<file path="src/hw/rtl/core_bandwidth_regulator_assert.svh">
// ----------------------------------------------------------------------------
// Assertion macros for the core bandwidth regulator
// Shared property forms used at the end of the top level.
// ----------------------------------------------------------------------------
`ifndef CORE_BANDWIDTH_REGULATOR_ASSERT_SVH
`define CORE_BANDWIDTH_REGULATOR_ASSERT_SVH

// The consequent must hold in the same cycle as the antecedent.
`define CBR_ASSERT_SAME(label, cond, prop, msg) \
  label: assert property (@(posedge clk) disable iff (rst) (cond) |-> (prop)) \
    else $error(msg);

// The consequent must hold in the cycle after the antecedent.
`define CBR_ASSERT_NEXT(label, cond, prop, msg) \
  label: assert property (@(posedge clk) disable iff (rst) (cond) |=> (prop)) \
    else $error(msg);

`endif

</file>
<file path="src/hw/rtl/cbr_pkg.sv">
// ----------------------------------------------------------------------------
// cbr_pkg
// Types and constants shared by the bandwidth regulator modules.
// ----------------------------------------------------------------------------
`timescale 1ns / 1ps
`default_nettype none

package cbr_pkg;

  localparam int NUM_CORES = 4;

  localparam logic [30:0] RESET_BUDGET = 31'd1638400;

  typedef enum logic [1:0] {
    ACT_COUNT  = 2'd0,
    ACT_PERIOD = 2'd1,
    ACT_LIMIT  = 2'd2,
    ACT_READ   = 2'd3
  } action_t;

  typedef enum logic [1:0] {
    ST_IDLE,
    ST_EXEC,
    ST_RESP
  } state_t;

  typedef struct packed {
    logic capture;
    logic execute;
  } ctrl_cmd_t;

endpackage

`default_nettype wire

</file>
<file path="src/hw/rtl/core_bandwidth_regulator.sv">
// Result: an accepted item is captured in the idle state, updated in the execute state and
// presented from the result registers in the response state.
// Flow: a new item is accepted only once the result of the last one has been taken;
// the capture, update and result states of the sequencer run in turn for each item.
// Reset: synchronous, active high; every core returns to its reset budget,
// averages and cleared totals together, with no clearing pass.
// ----------------------------------------------------------------------------
// core_bandwidth_regulator
// Per-core memory-miss budget regulator with throttling and period statistics.
// ----------------------------------------------------------------------------
`timescale 1ns / 1ps
`default_nettype none
`include "core_bandwidth_regulator_assert.svh"

module core_bandwidth_regulator import cbr_pkg::*; (
  input  logic        clk,
  input  logic        rst,
  input  logic        in_valid,
  output logic        in_stall,
  input  logic [1:0]  action,
  input  logic [1:0]  core,
  input  logic [15:0] miss_increment,
  input  logic [30:0] new_limit,
  output logic        out_valid,
  input  logic        out_stall,
  output logic [1:0]  core_out,
  output logic [3:0]  throttle_vector,
  output logic        became_throttled,
  output logic [31:0] period_used,
  output logic [31:0] average_half,
  output logic [31:0] average_quarter,
  output logic [30:0] active_budget,
  output logic [47:0] used_total,
  output logic [47:0] total_assigned,
  output logic [31:0] throttled_periods
);

  ctrl_cmd_t cmd;
  logic      in_accept;
  logic      out_became;

  cbr_ctrl u_ctrl (
    .clk       (clk),
    .rst       (rst),
    .in_valid  (in_valid),
    .in_stall  (in_stall),
    .out_valid (out_valid),
    .out_stall (out_stall),
    .cmd       (cmd)
  );

  cbr_datapath u_datapath (
    .clk               (clk),
    .rst               (rst),
    .cmd               (cmd),
    .action            (action),
    .core              (core),
    .miss_increment    (miss_increment),
    .new_limit         (new_limit),
    .core_out          (core_out),
    .throttle_vector   (throttle_vector),
    .became_throttled  (became_throttled),
    .period_used       (period_used),
    .average_half      (average_half),
    .average_quarter   (average_quarter),
    .active_budget     (active_budget),
    .used_total        (used_total),
    .total_assigned    (total_assigned),
    .throttled_periods (throttled_periods)
  );

  assign in_accept  = in_valid && !in_stall;
  assign out_became = out_valid && became_throttled;

  `CBR_ASSERT_SAME(a_no_accept_with_result, !in_stall, !out_valid, "input open during result")
  `CBR_ASSERT_NEXT(a_busy_after_accept, in_accept, in_stall && !out_valid, "not busy after accept")
  `CBR_ASSERT_SAME(a_became_sets_bit, out_became, throttle_vector[core_out], "throttle bit missing")

endmodule

`default_nettype wire

</file>
<file path="src/hw/rtl/cbr_ctrl.sv">
// ----------------------------------------------------------------------------
// cbr_ctrl
// Sequencer that captures an item, runs its update and presents the result.
// ----------------------------------------------------------------------------
`timescale 1ns / 1ps
`default_nettype none

module cbr_ctrl import cbr_pkg::*; (
  input  logic      clk,
  input  logic      rst,
  input  logic      in_valid,
  output logic      in_stall,
  output logic      out_valid,
  input  logic      out_stall,
  output ctrl_cmd_t cmd
);

  state_t state;
  state_t state_next;

  always_ff @(posedge clk) begin
    if (rst) begin
      state <= ST_IDLE;
    end else begin
      state <= state_next;
    end
  end

  always_comb begin
    state_next = state;
    case (state)
      ST_IDLE: begin
        if (in_valid) state_next = ST_EXEC;
      end
      ST_EXEC: begin
        state_next = ST_RESP;
      end
      ST_RESP: begin
        if (!out_stall) state_next = ST_IDLE;
      end
      default: begin
        state_next = ST_IDLE;
      end
    endcase
  end

  always_comb begin
    in_stall    = 1'b1;
    out_valid   = 1'b0;
    cmd.capture = 1'b0;
    cmd.execute = 1'b0;
    case (state)
      ST_IDLE: begin
        in_stall    = 1'b0;
        cmd.capture = in_valid;
      end
      ST_EXEC: begin
        cmd.execute = 1'b1;
      end
      ST_RESP: begin
        out_valid = 1'b1;
      end
      default: begin
        in_stall = 1'b1;
      end
    endcase
  end

endmodule

`default_nettype wire

</file>
<file path="src/hw/rtl/cbr_datapath.sv">
// ----------------------------------------------------------------------------
// cbr_datapath
// Per-core budget state, period-close arithmetic and result registers.
// ----------------------------------------------------------------------------
`timescale 1ns / 1ps
`default_nettype none

module cbr_datapath import cbr_pkg::*; (
  input  logic        clk,
  input  logic        rst,
  input  ctrl_cmd_t   cmd,
  input  logic [1:0]  action,
  input  logic [1:0]  core,
  input  logic [15:0] miss_increment,
  input  logic [30:0] new_limit,
  output logic [1:0]  core_out,
  output logic [3:0]  throttle_vector,
  output logic        became_throttled,
  output logic [31:0] period_used,
  output logic [31:0] average_half,
  output logic [31:0] average_quarter,
  output logic [30:0] active_budget,
  output logic [47:0] used_total,
  output logic [47:0] total_assigned,
  output logic [31:0] throttled_periods
);

  logic [1:0]  act_q;
  logic [1:0]  core_q;
  logic [15:0] inc_q;
  logic [30:0] lim_q;

  logic [31:0] miss_count       [NUM_CORES];
  logic [30:0] budget           [NUM_CORES];
  logic [30:0] pending_limit    [NUM_CORES];
  logic [31:0] last_used        [NUM_CORES];
  logic [31:0] avg_half         [NUM_CORES];
  logic [31:0] avg_quarter      [NUM_CORES];
  logic [47:0] sum_used         [NUM_CORES];
  logic [47:0] sum_assigned     [NUM_CORES];
  logic [31:0] throttle_periods [NUM_CORES];
  logic [NUM_CORES-1:0] throttled;

  logic        in_range;
  logic [31:0] mc_cur;
  logic [30:0] bud_cur;
  logic [30:0] pl_cur;
  logic        thr_cur;
  logic [31:0] ah_cur;
  logic [31:0] aq_cur;
  logic [47:0] su_cur;
  logic [47:0] sa_cur;
  logic [31:0] tp_cur;

  logic [32:0] mc_sum;
  logic [31:0] mc_cnt;
  logic [32:0] ah_sum;
  logic [33:0] aq_three;
  logic [34:0] aq_sum;
  logic [48:0] su_sum;
  logic [48:0] sa_sum;

  logic [31:0] mc_next;
  logic [30:0] bud_next;
  logic [30:0] pl_next;
  logic        thr_next;
  logic [31:0] lu_next;
  logic [31:0] ah_next;
  logic [31:0] aq_next;
  logic [47:0] su_next;
  logic [47:0] sa_next;
  logic [31:0] tp_next;
  logic        became_next;
  logic [NUM_CORES-1:0] thr_vec_next;
  logic [3:0]  tv_next;

  assign in_range = (32'(core_q) < 32'(NUM_CORES));

  assign mc_cur  = miss_count[core_q];
  assign bud_cur = budget[core_q];
  assign pl_cur  = pending_limit[core_q];
  assign thr_cur = throttled[core_q];
  assign ah_cur  = avg_half[core_q];
  assign aq_cur  = avg_quarter[core_q];
  assign su_cur  = sum_used[core_q];
  assign sa_cur  = sum_assigned[core_q];
  assign tp_cur  = throttle_periods[core_q];

  assign mc_sum   = {1'b0, mc_cur} + {17'b0, inc_q};
  assign mc_cnt   = mc_sum[32] ? 32'hFFFF_FFFF : mc_sum[31:0];
  assign ah_sum   = {1'b0, ah_cur} + {1'b0, mc_cur};
  assign aq_three = {2'b0, aq_cur} + {1'b0, aq_cur, 1'b0};
  assign aq_sum   = {1'b0, aq_three} + {3'b0, mc_cur};
  assign su_sum   = {1'b0, su_cur} + {17'b0, mc_cur};
  assign sa_sum   = {1'b0, sa_cur} + {18'b0, bud_cur};

  always_comb begin
    mc_next     = mc_cur;
    bud_next    = bud_cur;
    pl_next     = pl_cur;
    thr_next    = thr_cur;
    lu_next     = last_used[core_q];
    ah_next     = ah_cur;
    aq_next     = aq_cur;
    su_next     = su_cur;
    sa_next     = sa_cur;
    tp_next     = tp_cur;
    became_next = 1'b0;
    case (action_t'(act_q))
      ACT_COUNT: begin
        mc_next = mc_cnt;
        if (!thr_cur && (mc_cnt >= {1'b0, bud_cur})) begin
          thr_next    = 1'b1;
          became_next = 1'b1;
        end
      end
      ACT_PERIOD: begin
        if (thr_cur && (tp_cur != 32'hFFFF_FFFF)) tp_next = tp_cur + 32'd1;
        thr_next = 1'b0;
        lu_next  = mc_cur;
        ah_next  = ah_sum[32:1];
        aq_next  = aq_sum[33:2];
        su_next  = su_sum[48] ? 48'hFFFF_FFFF_FFFF : su_sum[47:0];
        sa_next  = sa_sum[48] ? 48'hFFFF_FFFF_FFFF : sa_sum[47:0];
        bud_next = (pl_cur == 31'd0) ? 31'd1 : pl_cur;
        mc_next  = 32'd0;
      end
      ACT_LIMIT: begin
        if (lim_q != 31'd0) pl_next = lim_q;
      end
      ACT_READ: begin
        mc_next = mc_cur;
      end
      default: begin
        mc_next = mc_cur;
      end
    endcase
  end

  always_comb begin
    thr_vec_next = throttled;
    if (in_range) thr_vec_next[core_q] = thr_next;
    tv_next = 4'd0;
    for (int b = 0; b < 4; b++) begin
      if (b < NUM_CORES) tv_next[b] = thr_vec_next[b];
    end
  end

  always_ff @(posedge clk) begin
    if (cmd.capture) begin
      act_q  <= action;
      core_q <= core;
      inc_q  <= miss_increment;
      lim_q  <= new_limit;
    end
  end

  always_ff @(posedge clk) begin
    if (rst) begin
      throttled <= '0;
      for (int c = 0; c < NUM_CORES; c++) begin
        miss_count[c]       <= 32'd0;
        budget[c]           <= RESET_BUDGET;
        pending_limit[c]    <= RESET_BUDGET;
        last_used[c]        <= {1'b0, RESET_BUDGET};
        avg_half[c]         <= {1'b0, RESET_BUDGET};
        avg_quarter[c]      <= {1'b0, RESET_BUDGET};
        sum_used[c]         <= 48'd0;
        sum_assigned[c]     <= 48'd0;
        throttle_periods[c] <= 32'd0;
      end
    end else if (cmd.execute && in_range) begin
      throttled                <= thr_vec_next;
      miss_count[core_q]       <= mc_next;
      budget[core_q]           <= bud_next;
      pending_limit[core_q]    <= pl_next;
      last_used[core_q]        <= lu_next;
      avg_half[core_q]         <= ah_next;
      avg_quarter[core_q]      <= aq_next;
      sum_used[core_q]         <= su_next;
      sum_assigned[core_q]     <= sa_next;
      throttle_periods[core_q] <= tp_next;
    end
  end

  always_ff @(posedge clk) begin
    if (cmd.execute) begin
      core_out        <= core_q;
      throttle_vector <= tv_next;
      if (in_range) begin
        became_throttled  <= became_next;
        period_used       <= lu_next;
        average_half      <= ah_next;
        average_quarter   <= aq_next;
        active_budget     <= bud_next;
        used_total        <= su_next;
        total_assigned    <= sa_next;
        throttled_periods <= tp_next;
      end else begin
        became_throttled  <= 1'b0;
        period_used       <= 32'd0;
        average_half      <= 32'd0;
        average_quarter   <= 32'd0;
        active_budget     <= 31'd0;
        used_total        <= 48'd0;
        total_assigned    <= 48'd0;
        throttled_periods <= 32'd0;
      end
    end
  end

endmodule

`default_nettype wire
</file>
<file path="config.mk">
export PLATFORM = sky130hd
export DESIGN_NAME = core_bandwidth_regulator
export DESIGN_NICKNAME = d
export VERILOG_FILES = /design/src/hw/rtl/cbr_pkg.sv /design/src/hw/rtl/core_bandwidth_regulator.sv /design/src/hw/rtl/cbr_ctrl.sv /design/src/hw/rtl/cbr_datapath.sv
export VERILOG_INCLUDE_DIRS = /design/src /design/src/hw/rtl
export SDC_FILE = /design/constraint.sdc
export NUM_CORES = 2
export LEC_CHECK = 0
export ABC_AREA = 1
export BUFFER_PORTS_ARGS = -buffer_cell sky130_fd_sc_hd__buf_2
export CORE_UTILIZATION = 41
export DETAILED_ROUTE_END_ITERATION = 10
export PLACE_DENSITY_LB_ADDON = 0.08
export SLEW_MARGIN = 10
export SYNTH_ARGS = -nofsm -noshare
export SYNTH_HDL_FRONTEND = slang
export SYNTH_SLANG_ARGS = --single-unit
</file>
<file path="constraint.sdc">
create_clock -name clk -period 29.4 [get_ports clk]
set_input_delay 8.82 -clock clk [delete_from_list [all_inputs] [get_ports clk]]
set_output_delay 8.82 -clock clk [all_outputs]
set_load 0.01 [all_outputs]
</file>
; ---- Word-level counts from Yosys, hierarchy flattened
; Memories as Yosys holds them, arrays and structs flattened. A register that Yosys moved wholly into a read port is not among the register bits.
; Index checks and enable logic that the tools add are counted.
[totals]
register_bits = 319
ram_bits = 1272
input_bits = 55
output_inout_bits = 264
elab_cells = 131
mem_count = 9
[memory_table]
columns = memory, words, word_bits, rd, rd_clocked_by_memory_dff, wr, line_no
row1 = u_datapath.sum_assigned, 4, 48, 1, 1, 4, cbr_datapath.sv:40  ; logic [47:0] sum_assigned [NUM_CORES];
row2 = u_datapath.sum_used, 4, 48, 1, 1, 4, cbr_datapath.sv:39  ; logic [47:0] sum_used [NUM_CORES];
row3 = u_datapath.avg_half, 4, 32, 1, 1, 4, cbr_datapath.sv:37  ; logic [31:0] avg_half [NUM_CORES];
row4 = u_datapath.avg_quarter, 4, 32, 1, 1, 4, cbr_datapath.sv:38  ; logic [31:0] avg_quarter [NUM_CORES];
row5 = u_datapath.last_used, 4, 32, 1, 1, 4, cbr_datapath.sv:36  ; logic [31:0] last_used [NUM_CORES];
row6 = u_datapath.miss_count, 4, 32, 1, 1, 4, cbr_datapath.sv:33  ; logic [31:0] miss_count [NUM_CORES];
row7 = 3 more memories, -, -, -, -, -, -
[op_classes]
add_sub_neg = 7
order_cmp = 3
eq_ne = 7
mux = 71
n_reduce_logical = 18
[op_table]
columns = op, n
row1 = 32-bit 2-to-1 mux, 11
row2 = 48-bit 2-to-1 mux, 6
row3 = 31-bit 2-to-1 mux, 6
row4 = 32-bit OR reduction, 5
row5 = 48-bit OR reduction, 2
row6 = 32-bit case mux with 2 select lines, 1
row7 = 31-bit OR reduction, 2
row8 = 48-bit by 31-bit adder with 49-bit output, 1
row9 = 48-bit by 32-bit adder with 49-bit output, 1
row10 = 2-bit 2-to-1 mux, 20
row11 = 32-bit by 33-bit adder with 34-bit output, 1
row12 = 34-bit by 32-bit adder with 34-bit output, 1
row13 = 32-bit by 16-bit adder with 33-bit output, 1
row14 = 32-bit by 32-bit adder with 33-bit output, 1
row15 = 32-bit by 1-bit adder with 32-bit output (second input constant), 1
row16 = 32-bit by 31-bit >= comparator with 1-bit output, 1
row17 = 32-bit != test (second input constant), 1
row18 = 31-bit zero test, 1
row19 = 31-bit nonzero test, 1
row20 = 1-bit 2-to-1 mux, 22
row21 = 2-bit case mux with 3 select lines, 1
row22 = 4-bit bitwise mux, 1
row23 = 2-bit by 1-bit equality test with 1-bit output (second input constant), 2
row24 = 2-bit equality test (second input constant), 2
row25 = other kinds (10), 14

; ---- Logic depth before layout (Yosys ltp)
[logic_depth]
ltp_word = 7
ltp_mapped = 47
ltp_nobuf = 41

; ---- Hierarchy
; Synthesis repeated with hierarchy kept, for this count alone.
[unflattened]
cells_unflattened = 8244
area_unflattened_um2 = 79507.5
[by_module_without_submodules]
columns = module, n_inst, cells_each, area_per_inst_um2, seq_area_each_um2
row1 = cbr_datapath, 1, 8230, 79396.1, 47715.8
row2 = cbr_ctrl, 1, 14, 111.4, 40.0

; ---- Least setup slack after synthesis
; OpenSTA, ideal clock, no wires.
[synth_timing]
path_type = register to register
start = register u_datapath.core_q[1]
end = memory u_datapath.avg_half[3][0], enable pin
setup_ns = 1.437
t_arrival_ns = 22.595
t_required_ns = 27.963
setup_slack_ns = 5.368
path_stages_with_launch = 3
path_buffers = 0
period_less_slack_ns = 24.032
path_cell_list = edfxtp_1 > nand2_1 > o21ai_0
[synth_lines]
columns = item, line_no
row1 = from (decl), cbr_datapath.sv:29  ; logic [1:0] core_q;
row2 = from (signal assigned), cbr_datapath.sv:152  ; core_q <= core;
row3 = to (decl), cbr_datapath.sv:37

==> impl_table.tex <==
\begin{tabular}{lr}
\hline
Metric & Value \\
\hline
\multicolumn{2}{l}{\textbf{GRT}} \\
\quad Largest net degree at the start of global routing & roughly 250 \\
\quad Global-route congestion overflow total & 0 \\
\quad All-layer global routing usage & roughly 26\% \\
\quad Antenna violations before repair & 7 \\
\quad Wire length of the first global-routing pass & between 300 and 400 mm \\
\quad Via count of the first global-routing pass & 58200 \\
\multicolumn{2}{l}{\textbf{Timing}} \\
\quad Headroom to the max-slew limit & between 10\% and 20\% \\
\quad Actual slew at the worst max-slew pin & 1.22 ns \\
\quad Worst hold slack after final layout & 0.460 ns \\
\quad Total negative slack & 0 ns \\
\quad Final min period & 13.57 ns \\
\quad RSZ-0062 raised after global routing & false \\
\quad Number of slew-limit violations in the final report & 0 \\
\quad Setup violators final & 0 \\
\quad F\_max & 0.0737 GHz \\
\quad Clock skew & 0.0351 ns \\
\quad Final period utilization & 46.2\% \\
\quad Hold violation count in the final report & 0 \\
\multicolumn{2}{l}{\textbf{Yosys}} \\
\quad Cell area after synthesis & 79600 µm² \\
\quad Post-Synthesis Net Count & $\sim$8500 \\
\quad Number of flops mapped to enable cells by yosys & roughly 1600 \\
\quad Top\_reg\_cell synth & edfxtp\_1 \\
\quad Async set-reset flop share out of synthesis & 0\% \\
\quad Synthesis-stage register bit count & 1593 \\
\quad Mean Syn Cell Area & $\sim$9.6 µm² \\
\quad Gate count after technology mapping & 8285 \\
\quad Yosys warns & 0 \\
\quad Register area share after synthesis & 60.0\% \\
\quad Number of distinct library cell variants in the gate-level netlist after synthesis & 70 \\
\multicolumn{2}{l}{\textbf{Drt}} \\
\quad Final antenna-violating net count & 0 \\
\quad Length of the first detailed-routing pass in iterations & 6 \\
\quad DRC violation count after routing & 0 \\
\quad DRC marker count from the first detailed-route iteration & 5328 \\
\quad Via total after detailed routing & between 50000 and 60000 \\
\quad Routed len/inst & about 23 µm \\
\quad Via/cell ratio & 5.38 \\
\quad Wire length after detailed routing & 256 mm \\
\multicolumn{2}{l}{\textbf{Power and ir drop}} \\
\quad Net switching power of the design & about 2.1 mW \\
\quad Logic pwr share & around 25\% \\
\quad Reg power frac & between 40\% and 50\% \\
\quad Pleak & 35.9 nW \\
\quad Internal cell power & 4.34 mW \\
\quad Switching fraction of total power & 33.1\% \\
\quad Fraction of power consumed by the clock network & 33.7\% \\
\quad Max VDD drop & 44.9 µV \\
\quad Power, Total & between 6 and 7 mW \\
\quad Total power divided by cell area & 73.0 nW/µm² \\
\multicolumn{2}{l}{\textbf{Die}} \\
\quad Starting Density & 41.3\% \\
\quad Area enclosed by the die boundary & 196000 µm² \\
\quad Count of standard-cell rows & 161 \\
\quad I/O pin total & 319 \\
\quad Area inside the core boundary & 193000 µm² \\
\quad Vertical die dimension & 443 µm \\
\quad Width of the chip & 443 µm \\
\multicolumn{2}{l}{\textbf{Clocking}} \\
\quad Clock latency at the later pin of the worst-skew pair & 0.85 ns \\
\quad Hold buffers post-CTS & 0 \\
\quad Post-CTS Setup Inserts & 0 \\
\quad CTS clock-pin slew for the worst setup and hold paths & about 0.06 ns \\
\quad TritonCTS clock tree & built \\
\quad TritonCTS sink count & roughly 1600 \\
\quad Buffer depth of the longest clock path & 3 \\
\quad TritonCTS Buffers & 177 \\
\quad Cell at the root of the clock tree & clkbuf\_16 \\
\quad \# H-tree levels & 4 \\
\quad Quantity of gates resized following cts & 0 \\
\multicolumn{2}{l}{\textbf{Run}} \\
\quad \# Max-Cap Violations & 0 \\
\multicolumn{2}{l}{\textbf{Setup path}} \\
\quad Critical Path Source Type & input port \\
\quad Kind of end point of the critical path & flip-flop \\
\quad Required time at the endpoint of the critical path & between 20 and 30 ns \\
\quad Largest fanout of any net on the critical path & 56 \\
\quad Signal arrival time at the worst endpoint & $\sim$14 ns \\
\quad Category of the critical setup timing path & input port to flip-flop \\
\multicolumn{2}{l}{\textbf{Outcome}} \\
\quad Outcome & finished clean \\
\multicolumn{2}{l}{\textbf{Layout}} \\
\quad Synth-to-Final Area Change & 11.8\% \\
\quad Total non-filler cell area in the finished layout & 88900 µm² \\
\quad Net total in the final layout & just under 9000 \\
\quad Ratio of cells with drive above 1 in the final layout & about a tenth \\
\quad Fill cells & 18500 \\
\multicolumn{2}{l}{\textbf{Placement}} \\
\quad Sum of net half-perimeters after detailed placement & roughly 160 mm \\
\quad Final weighted congestion in routability-driven placement & 0.913 \\
\quad Instance area after placement & 83300 µm² \\
\quad Number of buffer cells added on primary ports & roughly 320 \\
\multicolumn{2}{l}{\textbf{Worst hold path}} \\
\quad Hold WC Path Type & flip-flop to flip-flop \\
\hline
\end{tabular}
[critical path, stage by stage]
cell     delay [ns]
buf_2          0.14
nor2_4         0.09
buf_4          0.47
nand2_4        0.64
nand2_4        0.58
buf_4          0.84
buf_4          0.78
buf_4          0.81
buf_4          0.75
[cells in the mapped netlist, types with 16 or more instances]
| library cell | count | area share (%) |
|---|---|---|
| nor2_2 | 16 | 0.13 |
| o21ai_0 | 447 | 2.8 |
| edfxtp_1 | 1585 | 60 |
| inv_1 | 737 | 3.5 |
| buf_1 | 42 | 0.20 |
| fa_1 | 36 | 0.91 |
| o22ai_1 | 112 | 0.88 |
| inv_2 | 25 | 0.12 |
| xnor2_1 | 33 | 0.36 |
| nand2_1 | 1907 | 9.0 |
| a31oi_1 | 33 | 0.26 |
| nand4_1 | 45 | 0.35 |
| buf_2 | 86 | 0.54 |
| a21o_1 | 18 | 0.17 |
| buf_6 | 26 | 0.37 |
| clkbuf_1 | 239 | 1.1 |
| o21ai_1 | 30 | 0.19 |
| o211ai_1 | 18 | 0.17 |
| nor2_1 | 1472 | 6.9 |
| o22ai_2 | 30 | 0.47 |
| or2_2 | 33 | 0.26 |
| nand3_1 | 528 | 3.3 |
| nor3_1 | 61 | 0.38 |
| ha_1 | 173 | 2.7 |
| a32oi_1 | 26 | 0.29 |
| xor2_1 | 98 | 1.1 |
| nor4_1 | 23 | 0.18 |
| a21oi_1 | 228 | 1.4 |
[per-layer routing]
layer,track usage (%),vias up,wire length [µm]
li1,-,28200,-
met1,34.7,29600,112000
met2,42.8,1710,123000
met3,3.06,330,13000
met4,8.55,6,7990
met5,0,-,43
[cell families (layout without fill, tap and decap cells)]
family	Yosys count	in the layout	synth area share [%]
AO/OA/AOI/OAI	1023	1023	7.55
XOR/XNOR	139	139	1.61
adder cells (fa/ha/maj)	209	209	3.63
buffers and inverters	1174	1488	6.02
flip-flops	1593	1593	60.0
other	0	5	0
AND/OR/NAND/NOR	4147	4147	21.2
[power groups by stage]
stage	Clock, mW	Sequential, mW	Combinational [mW]
finish	2.19	2.68	1.63
global route	2.31	2.69	1.79
CTS	2.23	2.68	1.62
detailed placement	0	2.73	1.61
global placement	0	2.73	1.62
floorplan	0	2.78	1.06
[path summary, 6_finish.rpt]
kind,startpoint,endpoint,slack (ns),cells after the start
max,rst,u_datapath.miss_count[0][1],15.83,9
max reg2reg,flip-flop,u_datapath.throttle_vector[2],21.09,40
min reg2reg,u_datapath.throttled[3],u_datapath.throttled[3],0.46,2
min,u_datapath.throttled[3],u_datapath.throttled[3],0.46,2
[sequential cells by signal, summed over array words and instances (netlist names), 32 cells and up, named ones only]
signal	count
u_datapath.total_assigned	48
u_datapath.average_half	32
u_datapath.period_used	32
u_datapath.budget	124
u_datapath.last_used	128
u_datapath.avg_half	128
u_datapath.average_quarter	32
u_datapath.sum_assigned	192
u_datapath.avg_quarter	128
u_datapath.pending_limit	124
u_datapath.used_total	48
u_datapath.throttle_periods	128
u_datapath.miss_count	128
u_datapath.throttled_periods	32
u_datapath.sum_used	192
[cell usage in the layout, fill, tap and decap left out, types with 36 or more instances in the layout]
cell type	synthesis	routed
o21ai_0	447	446
buf_2	86	318
clkbuf_16	0	182
edfxtp_1	1585	1585
ha_1	173	173
nand4_1	45	45
nor2_1	1472	1467
xor2_1	98	98
a21oi_1	228	228
buf_4	15	70
inv_1	737	733
clkbuf_1	239	39
nor3_1	61	61
nand2_1	1907	1903
fa_1	36	36
o22ai_1	112	112
nand3_1	528	528
[per-stage QoR]
stage / util (%) / setup WS [ns] / std cells
floorplan: - / 5.37 / 8285
global placement: 43.2 / 14.94 / 10800
detailed placement: 43.2 / 14.86 / 10800
CTS: 46.2 / 15.76 / 11100
global route: 46.2 / 15.58 / 11100
finish: 46.2 / 15.83 / 11100
[area by class of cell]
type / count / area (µm²) / area share, %
Antenna cell: 5 / 12.5 / 0.0141
Clock inverter: 104 / 920 / 1.03
Sequential cell: 1593 / 47800 / 53.7
Clock buffer: 223 / 4730 / 5.32
Tap cell: 2526 / 3160 / 3.55
Inverter: 764 / 2930 / 3.30
Multi-Input combinational cell: 5518 / 27100 / 30.5
Timing Repair Buffer: 397 / 2300 / 2.58
No activity file was read; power rests on OpenSTA's default activity.
